`src/sv/rrts_pkg.sv`:
```
`default_nettype none
package rrts_pkg;

  localparam int RRTS_MAX_TASKS = 128;
  localparam int GROUP          = 16;
  localparam int GROUP_BITS     = 4;

  typedef enum logic [2:0] {
    OC_SWITCHED = 3'd0,
    OC_NO_TASKS = 3'd1,
    OC_NO_READY = 3'd2,
    OC_CREATED  = 3'd3,
    OC_BUSY     = 3'd4
  } outcome_t;

  typedef enum logic [2:0] {
    ST_IDLE,
    ST_CREATE,
    ST_TICK,
    ST_SCAN,
    ST_READ,
    ST_LOAD,
    ST_EMIT
  } state_t;

  typedef struct packed {
    logic        cmd;
    logic [6:0]  task_id;
    logic [31:0] context_ptr;
  } req_t;

  typedef struct packed {
    logic [31:0] next_ptr;
    logic [6:0]  next_task;
    outcome_t    outcome;
  } rsp_t;

  typedef struct packed {
    logic load;
    logic create;
    logic no_tasks;
    logic tick_start;
    logic scan;
    logic read;
    logic switch_res;
    logic emit;
  } ctrl_cmd_t;

  typedef struct packed {
    logic no_tasks;
    logic hit;
    logic last;
  } dp_stat_t;

endpackage
`default_nettype wire

```
`src/sv/rrts_ctrl.sv`:
```
`default_nettype none
module rrts_ctrl import rrts_pkg::*; (
  input  wire logic      clk,
  input  wire logic      rst,
  input  wire logic      req_valid,
  input  wire logic      req_is_tick,
  output logic           req_stall,
  output logic           rsp_valid,
  input  wire logic      rsp_stall,
  input  wire dp_stat_t  stat,
  output ctrl_cmd_t      cmd
);

  state_t state, state_next;
  logic   rsp_valid_next;

  always_ff @(posedge clk) begin
    if (rst) begin
      state     <= ST_IDLE;
      rsp_valid <= 1'b0;
    end else begin
      state     <= state_next;
      rsp_valid <= rsp_valid_next;
    end
  end

  always_comb begin
    state_next = state;
    cmd        = '0;
    req_stall  = 1'b1;
    case (state)
      ST_IDLE: begin
        req_stall = 1'b0;
        if (req_valid) begin
          cmd.load   = 1'b1;
          state_next = req_is_tick ? ST_TICK : ST_CREATE;
        end
      end
      ST_CREATE: begin
        cmd.create = 1'b1;
        state_next = ST_EMIT;
      end
      ST_TICK: begin
        if (stat.no_tasks) begin
          cmd.no_tasks = 1'b1;
          state_next   = ST_EMIT;
        end else begin
          cmd.tick_start = 1'b1;
          state_next     = ST_SCAN;
        end
      end
      ST_SCAN: begin
        cmd.scan = 1'b1;
        if (stat.hit) begin
          state_next = ST_READ;
        end else if (stat.last) begin
          state_next = ST_EMIT;
        end
      end
      ST_READ: begin
        cmd.read   = 1'b1;
        state_next = ST_LOAD;
      end
      ST_LOAD: begin
        cmd.switch_res = 1'b1;
        state_next     = ST_EMIT;
      end
      ST_EMIT: begin
        if (!rsp_valid || !rsp_stall) begin
          cmd.emit   = 1'b1;
          state_next = ST_IDLE;
        end
      end
      default: begin
        state_next = ST_IDLE;
      end
    endcase
  end

  always_comb begin
    rsp_valid_next = rsp_valid;
    if (cmd.emit) begin
      rsp_valid_next = 1'b1;
    end else if (rsp_valid && !rsp_stall) begin
      rsp_valid_next = 1'b0;
    end
  end

endmodule
`default_nettype wire

```
`src/sv/rrts_dp.sv`:
```
`default_nettype none
module rrts_dp import rrts_pkg::*; #(
  parameter int MAX_TASKS = RRTS_MAX_TASKS
) (
  input  wire logic      clk,
  input  wire logic      rst,
  input  wire req_t      req,
  input  wire ctrl_cmd_t cmd,
  output dp_stat_t       stat,
  output rsp_t           rsp
);

  localparam int IW   = $clog2(MAX_TASKS);
  localparam int CNTW = $clog2(MAX_TASKS + 1);
  localparam int NCH  = (MAX_TASKS + GROUP - 1) / GROUP;
  localparam int CW   = (NCH > 1) ? $clog2(NCH) : 1;
  localparam int SW   = $clog2(NCH + 1);
  localparam int PADW = NCH * GROUP;
  localparam int PW   = $clog2(PADW);

  req_t                  req_q;
  logic [MAX_TASKS-1:0]  ready;
  logic [31:0]           ctx_mem [MAX_TASKS];
  logic [31:0]           rdata;
  logic [IW-1:0]         cur;
  logic [CNTW-1:0]       count;
  logic [CW-1:0]         chunk;
  logic [SW-1:0]         step;
  logic [IW-1:0]         found;
  rsp_t                  res;
  rsp_t                  out_q;

  logic [IW-1:0]         slot;
  logic                  busy;
  logic [IW-1:0]         hi;
  logic [PADW-1:0]       ready_pad;
  logic [GROUP-1:0]      window;
  logic [GROUP-1:0]      elig;
  logic [PW-1:0]         pos [GROUP];
  logic [IW-1:0]         hit_slot;
  logic                  we;
  logic [IW-1:0]         waddr;

  // create checks
  always_comb begin
    slot = IW'(req_q.task_id);
    busy = ({25'd0, req_q.task_id} >= 32'(MAX_TASKS)) || ready[slot];
  end

  // scan window: one group of slots per cycle, lowest eligible wins
  always_comb begin
    hi        = (count > CNTW'(MAX_TASKS - 1)) ? IW'(MAX_TASKS - 1) : IW'(count);
    ready_pad = PADW'(ready);
    window    = ready_pad[chunk*GROUP +: GROUP];
    hit_slot  = '0;
    for (int j = 0; j < GROUP; j++) begin
      pos[j]  = PW'(int'(chunk) * GROUP + j);
      elig[j] = window[j] && (pos[j] != '0) && (pos[j] <= PW'(hi));
      if (step == '0) begin
        elig[j] = elig[j] && (pos[j] > PW'(cur));
      end else if (step == SW'(NCH)) begin
        elig[j] = elig[j] && (pos[j] <= PW'(cur));
      end
    end
    for (int j = GROUP - 1; j >= 0; j--) begin
      if (elig[j]) begin
        hit_slot = IW'(pos[j]);
      end
    end
  end

  assign stat.no_tasks = (count == '0);
  assign stat.hit      = |elig;
  assign stat.last     = (step == SW'(NCH));

  assign we    = (cmd.create && !busy) || cmd.tick_start;
  assign waddr = cmd.create ? slot : cur;

  always_ff @(posedge clk) begin
    if (we) begin
      ctx_mem[waddr] <= req_q.context_ptr;
    end
    if (cmd.read) begin
      rdata <= ctx_mem[found];
    end
  end

  always_ff @(posedge clk) begin
    if (rst) begin
      ready <= '0;
      cur   <= '0;
      count <= '0;
      chunk <= '0;
      step  <= '0;
    end else begin
      if (cmd.create && !busy) begin
        ready[slot] <= 1'b1;
        if (count != CNTW'(MAX_TASKS)) begin
          count <= count + 1'b1;
        end
      end
      if (cmd.tick_start) begin
        chunk <= CW'(PW'(cur) >> GROUP_BITS);
        step  <= '0;
      end else if (cmd.scan) begin
        chunk <= (chunk == CW'(NCH - 1)) ? '0 : chunk + 1'b1;
        step  <= step + 1'b1;
      end
      if (cmd.read) begin
        cur <= found;
      end
    end
  end

  always_ff @(posedge clk) begin
    if (cmd.load) begin
      req_q <= req;
    end
    if (cmd.scan && stat.hit) begin
      found <= hit_slot;
    end
    if (cmd.create) begin
      res <= '{next_ptr: req_q.context_ptr, next_task: 7'(cur),
               outcome: busy ? OC_BUSY : OC_CREATED};
    end else if (cmd.no_tasks) begin
      res <= '{next_ptr: req_q.context_ptr, next_task: 7'(cur), outcome: OC_NO_TASKS};
    end else if (cmd.scan && !stat.hit && stat.last) begin
      res <= '{next_ptr: req_q.context_ptr, next_task: 7'(cur), outcome: OC_NO_READY};
    end else if (cmd.switch_res) begin
      res <= '{next_ptr: rdata, next_task: 7'(cur), outcome: OC_SWITCHED};
    end
    if (cmd.emit) begin
      out_q <= res;
    end
  end

  assign rsp = out_q;

endmodule
`default_nettype wire

```
`src/sv/round_robin_task_switcher.sv`:
```
// order: a create goes through CREATE then EMIT, an empty-table tick through TICK then EMIT;
// a tick that scans walks one group of 16 ready flags per cycle in SCAN,
// then on a switch goes through READ, LOAD and EMIT
// or goes straight to EMIT when no slot is ready
// throughput: one transaction at a time, the next accepted the cycle after the result loads
// reset: rst synchronous, clears ready flags, task count and current task, no clearing pass
`default_nettype none
module round_robin_task_switcher import rrts_pkg::*; #(
  parameter int MAX_TASKS = RRTS_MAX_TASKS
) (
  input  wire logic clk,
  input  wire logic rst,
  input  wire logic req_valid,
  output logic      req_stall,
  input  wire req_t req,
  output logic      rsp_valid,
  input  wire logic rsp_stall,
  output rsp_t      rsp
);

  ctrl_cmd_t cmd;
  dp_stat_t  stat;

  rrts_ctrl u_ctrl (
    .clk         (clk),
    .rst         (rst),
    .req_valid   (req_valid),
    .req_is_tick (req.cmd),
    .req_stall   (req_stall),
    .rsp_valid   (rsp_valid),
    .rsp_stall   (rsp_stall),
    .stat        (stat),
    .cmd         (cmd)
  );

  rrts_dp #(
    .MAX_TASKS (MAX_TASKS)
  ) u_dp (
    .clk  (clk),
    .rst  (rst),
    .req  (req),
    .cmd  (cmd),
    .stat (stat),
    .rsp  (rsp)
  );

  // one transaction in flight
  assert property (@(posedge clk) disable iff (rst)
    (req_valid && !req_stall) |=> req_stall)
    else $error("request accepted while busy");

  // a result only appears while an item is being worked on
  assert property (@(posedge clk) disable iff (rst)
    $rose(rsp_valid) |-> $past(req_stall))
    else $error("result without item");

  // no switch result unless the walk found a slot
  assert property (@(posedge clk) disable iff (rst)
    cmd.switch_res |-> $past(cmd.read, 1) && $past(stat.hit, 2))
    else $error("switch without hit");

endmodule
`default_nettype wire

```
`config.mk`:
```
export PLATFORM = sky130hd
export DESIGN_NAME = round_robin_task_switcher
export DESIGN_NICKNAME = d
export VERILOG_FILES = /design/src/sv/rrts_pkg.sv /design/src/sv/rrts_ctrl.sv /design/src/sv/rrts_dp.sv /design/src/sv/round_robin_task_switcher.sv
export SDC_FILE = /design/constraint.sdc
export NUM_CORES = 2
export LEC_CHECK = 0
export BUFFER_PORTS_ARGS = -buffer_cell sky130_fd_sc_hd__buf_2
export CORE_MARGIN = 8
export CORE_UTILIZATION = 60
export CTS_CLUSTER_SIZE = 12
export DETAILED_ROUTE_END_ITERATION = 12
export PLACE_DENSITY = 0.76
export SYNTH_ARGS = -nofsm -noshare
export SYNTH_HDL_FRONTEND = slang
export SYNTH_SLANG_ARGS = --single-unit
```
`constraint.sdc`:
```
create_clock -name clk -period 11.4 [get_ports clk]
set_clock_uncertainty 0.1 [all_clocks]
set_input_delay 0.57 -clock clk [delete_from_list [all_inputs] [get_ports clk]]
set_output_delay 0.57 -clock clk [all_outputs]
set_load 0.02 [all_outputs]
```
==> impl_metrics.toml <==
[critical_path]
setup.worst_path.class = "flip-flop to flip-flop"
worstSetupStartpoint = "u_dp.cur[5]"
critical_path.max_fanout = 42
reg2reg_from = "u_dp.cur[5]"
cp_cell_sequence = "inv_1, ha_1, a21o_1, a21oi_1, o21ai_0, mux2i_1, a2111oi_0, or3b_1, nor4_4, buf_4, and2_1, or3b_2"
largest_stage_delay_worst_path_ns = 1.13
critPathSlowestCell = "sky130_fd_sc_hd__or3b_2"
critPathCaptureType = "flip-flop"
cp.required_ns = 11.82
start_kind = "flip-flop"
worst_ep_arrival_time_ns = 7.26

[synthesis]
synthDominantAreaCellType = "sky130_fd_sc_hd__edfxtp_1"
syn-num-nets = 7430
synth_common_cells = "sky130_fd_sc_hd__edfxtp_1, sky130_fd_sc_hd__mux4_2, sky130_fd_sc_hd__clkbuf_1"
post-synth-top-area-fraction = 0.750
postSynthCellCount = 7371
seq_area_frac_synth = 0.768
synth_enable_flop_cells = 4258
synthMostInstantiatedCell = "sky130_fd_sc_hd__edfxtp_1"
synth_ff_type = "sky130_fd_sc_hd__edfxtp_1"
syn-mean-instance-area_um2 = 23.1
synth.lib_cells_used.distinct = 70
synth.cell_area_um2 = 170000
synth_top_cells_by_area = "sky130_fd_sc_hd__edfxtp_1, sky130_fd_sc_hd__mux4_2, sky130_fd_sc_hd__dfxtp_1"
async_flop_share = 0
ys_ff_latch = 4412
yosysWarningCount = 0

[timing]
slew-limit-headroom = 0.0776
rsz0062_at_grt = "no"
min_period_ns = 6.84
tns_ns = 0
finalSetupViolations = 0
hold_slack_ns = 0.0911
timing_hold_violations_final = 0
report.final.slew_viol_count = 0
timing_worst_slew_pin_value_ns = 1.37
layout_worst_path_cycle_share = 0.600
fmax_mhz = 146

[die]
placement_rows = 195
die_w_um = 549
core_um2 = 283000
floorplan_die_height_um = 549
design.die.area_um2 = 301000
io-pin-count = 88
initial_utilization = 0.603

[placed_design]
place.port_buffers = 87
place.detailed.hpwl_mm = 270
routabilityCongestion = 0.941

[pwr]
power.leakage_nw = 57.7
power_density_nw_per_um2 = 182
worst_ir_drop_vdd_mv = 0.242

[cts]
number_of_buffers_added_by_the_clock_tree_synthesis_step = 432
post_cts.repair.setup_buffers = 0
cts-root-buf = "sky130_fd_sc_hd__clkbuf_16"
clk-insertion-delay-late_ns = 0.97
cts_tree = "done"
clock_sinks = 4412
cts.clk_slew.worst_paths_ns = 0.06
ctsLongestPathBuffers = 4
ctsHtreeMaxLevel = 5

[finish]
layout_overhead_on_the_synthesized_area_pct = 10.8
finish.net_count = 7684
post_route_cells_drive_above_1_share = 0.293

[grt]
antenna_violations_before_repair = 85
grt_start_max_net_pins = 151
globalRoute.totalOverflow = 0
grt_use_total = 0.336
grt_pass1_wl_mm = 700
first_global_vias = 85200

[routing]
routed_wl_mm = 510
routed_len_inst_um = 43.9
detail_route.vias_per_cell = 7.61
postRouteAntennaNets = 0
drc_errors = 0
dr_total_vias = 88373
drt_pass1_iterations = 8
detail_route.iter0.violations = 17314

[run]
drv_cap = 0

[worst_hold_path]
hold_path.startpoint = "req[39]"
worst_hold_path_type = "primary input to flip-flop"

[run_status]
status = "finished clean"
-- kinds of logic (layout without fill, tap and decap cells) --
| group | after synthesis | after routing | synth area share |
|---|---|---|---|
| flops | 4412 | 4412 | 0.768 |
| buf+inv | 558 | 1019 | 0.0127 |
| simple gates | 530 | 530 | 0.0140 |
| mux | 1458 | 1458 | 0.188 |
| other cells | 0 | 33 | 0 |
| fa+ha+maj | 15 | 15 | 0.00110 |
| xor+xnor | 8 | 8 | 0.000411 |
| compound gates | 390 | 390 | 0.0160 |
-- state kept, by name, summed over array words and instances, names as in the netlist --
signal,count
u_dp.step,4
u_dp.slot,7
u_dp.rsp,42
u_dp.ready,128
u_dp.count,8
u_dp.found,7
u_dp.rdata,32
u_ctrl.state,3
u_dp.chunk,3
u_ctrl.rsp_valid,1
u_dp.ctx_mem,4096
u_dp.res,42
u_dp.req_q,32
u_dp.cur,7
-- metal layers --
layer  wire, um  global-route usage  vias up
li1           -                   -    31926
met1     168000               0.460    45955
met2     227000               0.489     8953
met3      81400               0.112     1485
met4      32800               0.171       54
met5        369                   0        -
-- stage by stage --
step           cells  instance area (um2)  total power, mW   util  worst slack (ns)
2_1_floorplan   7371               170000             20.1      -              6.86
3_3_place_gp   10894               176000             21.2  0.624              4.91
3_5_place_dp   10894               176000             21.3  0.624              4.78
4_1_cts        11575               189000             34.2  0.668              4.77
5_1_grt        11579               189000             34.8  0.668              4.33
6_report       11608               189000             34.3  0.669              4.56
-- repair_timing --
action | 4_1_cts | 5_1_grt
gates resized for setup | 0 | 0
setup endpoints to repair | 0 | 0
endpoints found under the hold margin | 40 | 0
hold buffers | 40 | 0
-- cells in the final DEF (no fill, tap or decap), types with 99 or more instances in the layout --
cell and n:
sky130_fd_sc_hd__nor2_1 115, sky130_fd_sc_hd__mux4_2 1385, sky130_fd_sc_hd__edfxtp_1 4258, sky130_fd_sc_hd__nand2_1 99, sky130_fd_sc_hd__inv_1 134, sky130_fd_sc_hd__o22ai_1 118
sky130_fd_sc_hd__clkbuf_16 438, sky130_fd_sc_hd__clkbuf_1 116, sky130_fd_sc_hd__dfxtp_1 152, sky130_fd_sc_hd__nor2_4 129
-- worst paths after layout --
path / cells after the start / endpoint / slack (ns)
worst max-delay path: 12 / u_dp.res[13] / 4.56
worst min-delay path: 5 / u_ctrl.state[1] / 0.09
worst max register to register: 12 / u_dp.res[13] / 4.56
worst min register to register: 0 / u_dp.rsp[10] / 0.32
-- worst max-delay path, delay by kind of cell (launching register included) --
kind	cells	cell delay, ns
DFF	1	0.42
muxes	1	0.22
AOI/OAI and AO/OA	4	1.59
buffers and inverters	2	0.55
adders and majority gates	1	0.42
and+or+nand+nor	4	3.10
-- final cells by class --
| cell class | instances | area [um2] |
|---|---|---|
| inverters | 134 | 503 |
| repair buffers | 244 | 1990 |
| fillers | 16070 | 93600 |
| clock buffers | 561 | 11500 |
| multi-input cells | 2401 | 38500 |
| flip-flops and latches | 4412 | 131000 |
| clock inverters | 80 | 763 |
| diodes | 33 | 82.6 |
| well taps | 3743 | 4680 |
-- power by group --
group          internal (mW)  total [mW]  switching (mW)
sequential              18.7        18.8           0.157
combinational          0.347        2.26            1.92
clock                   7.19        13.2            6.01
Power figures use the tool's default switching activity.
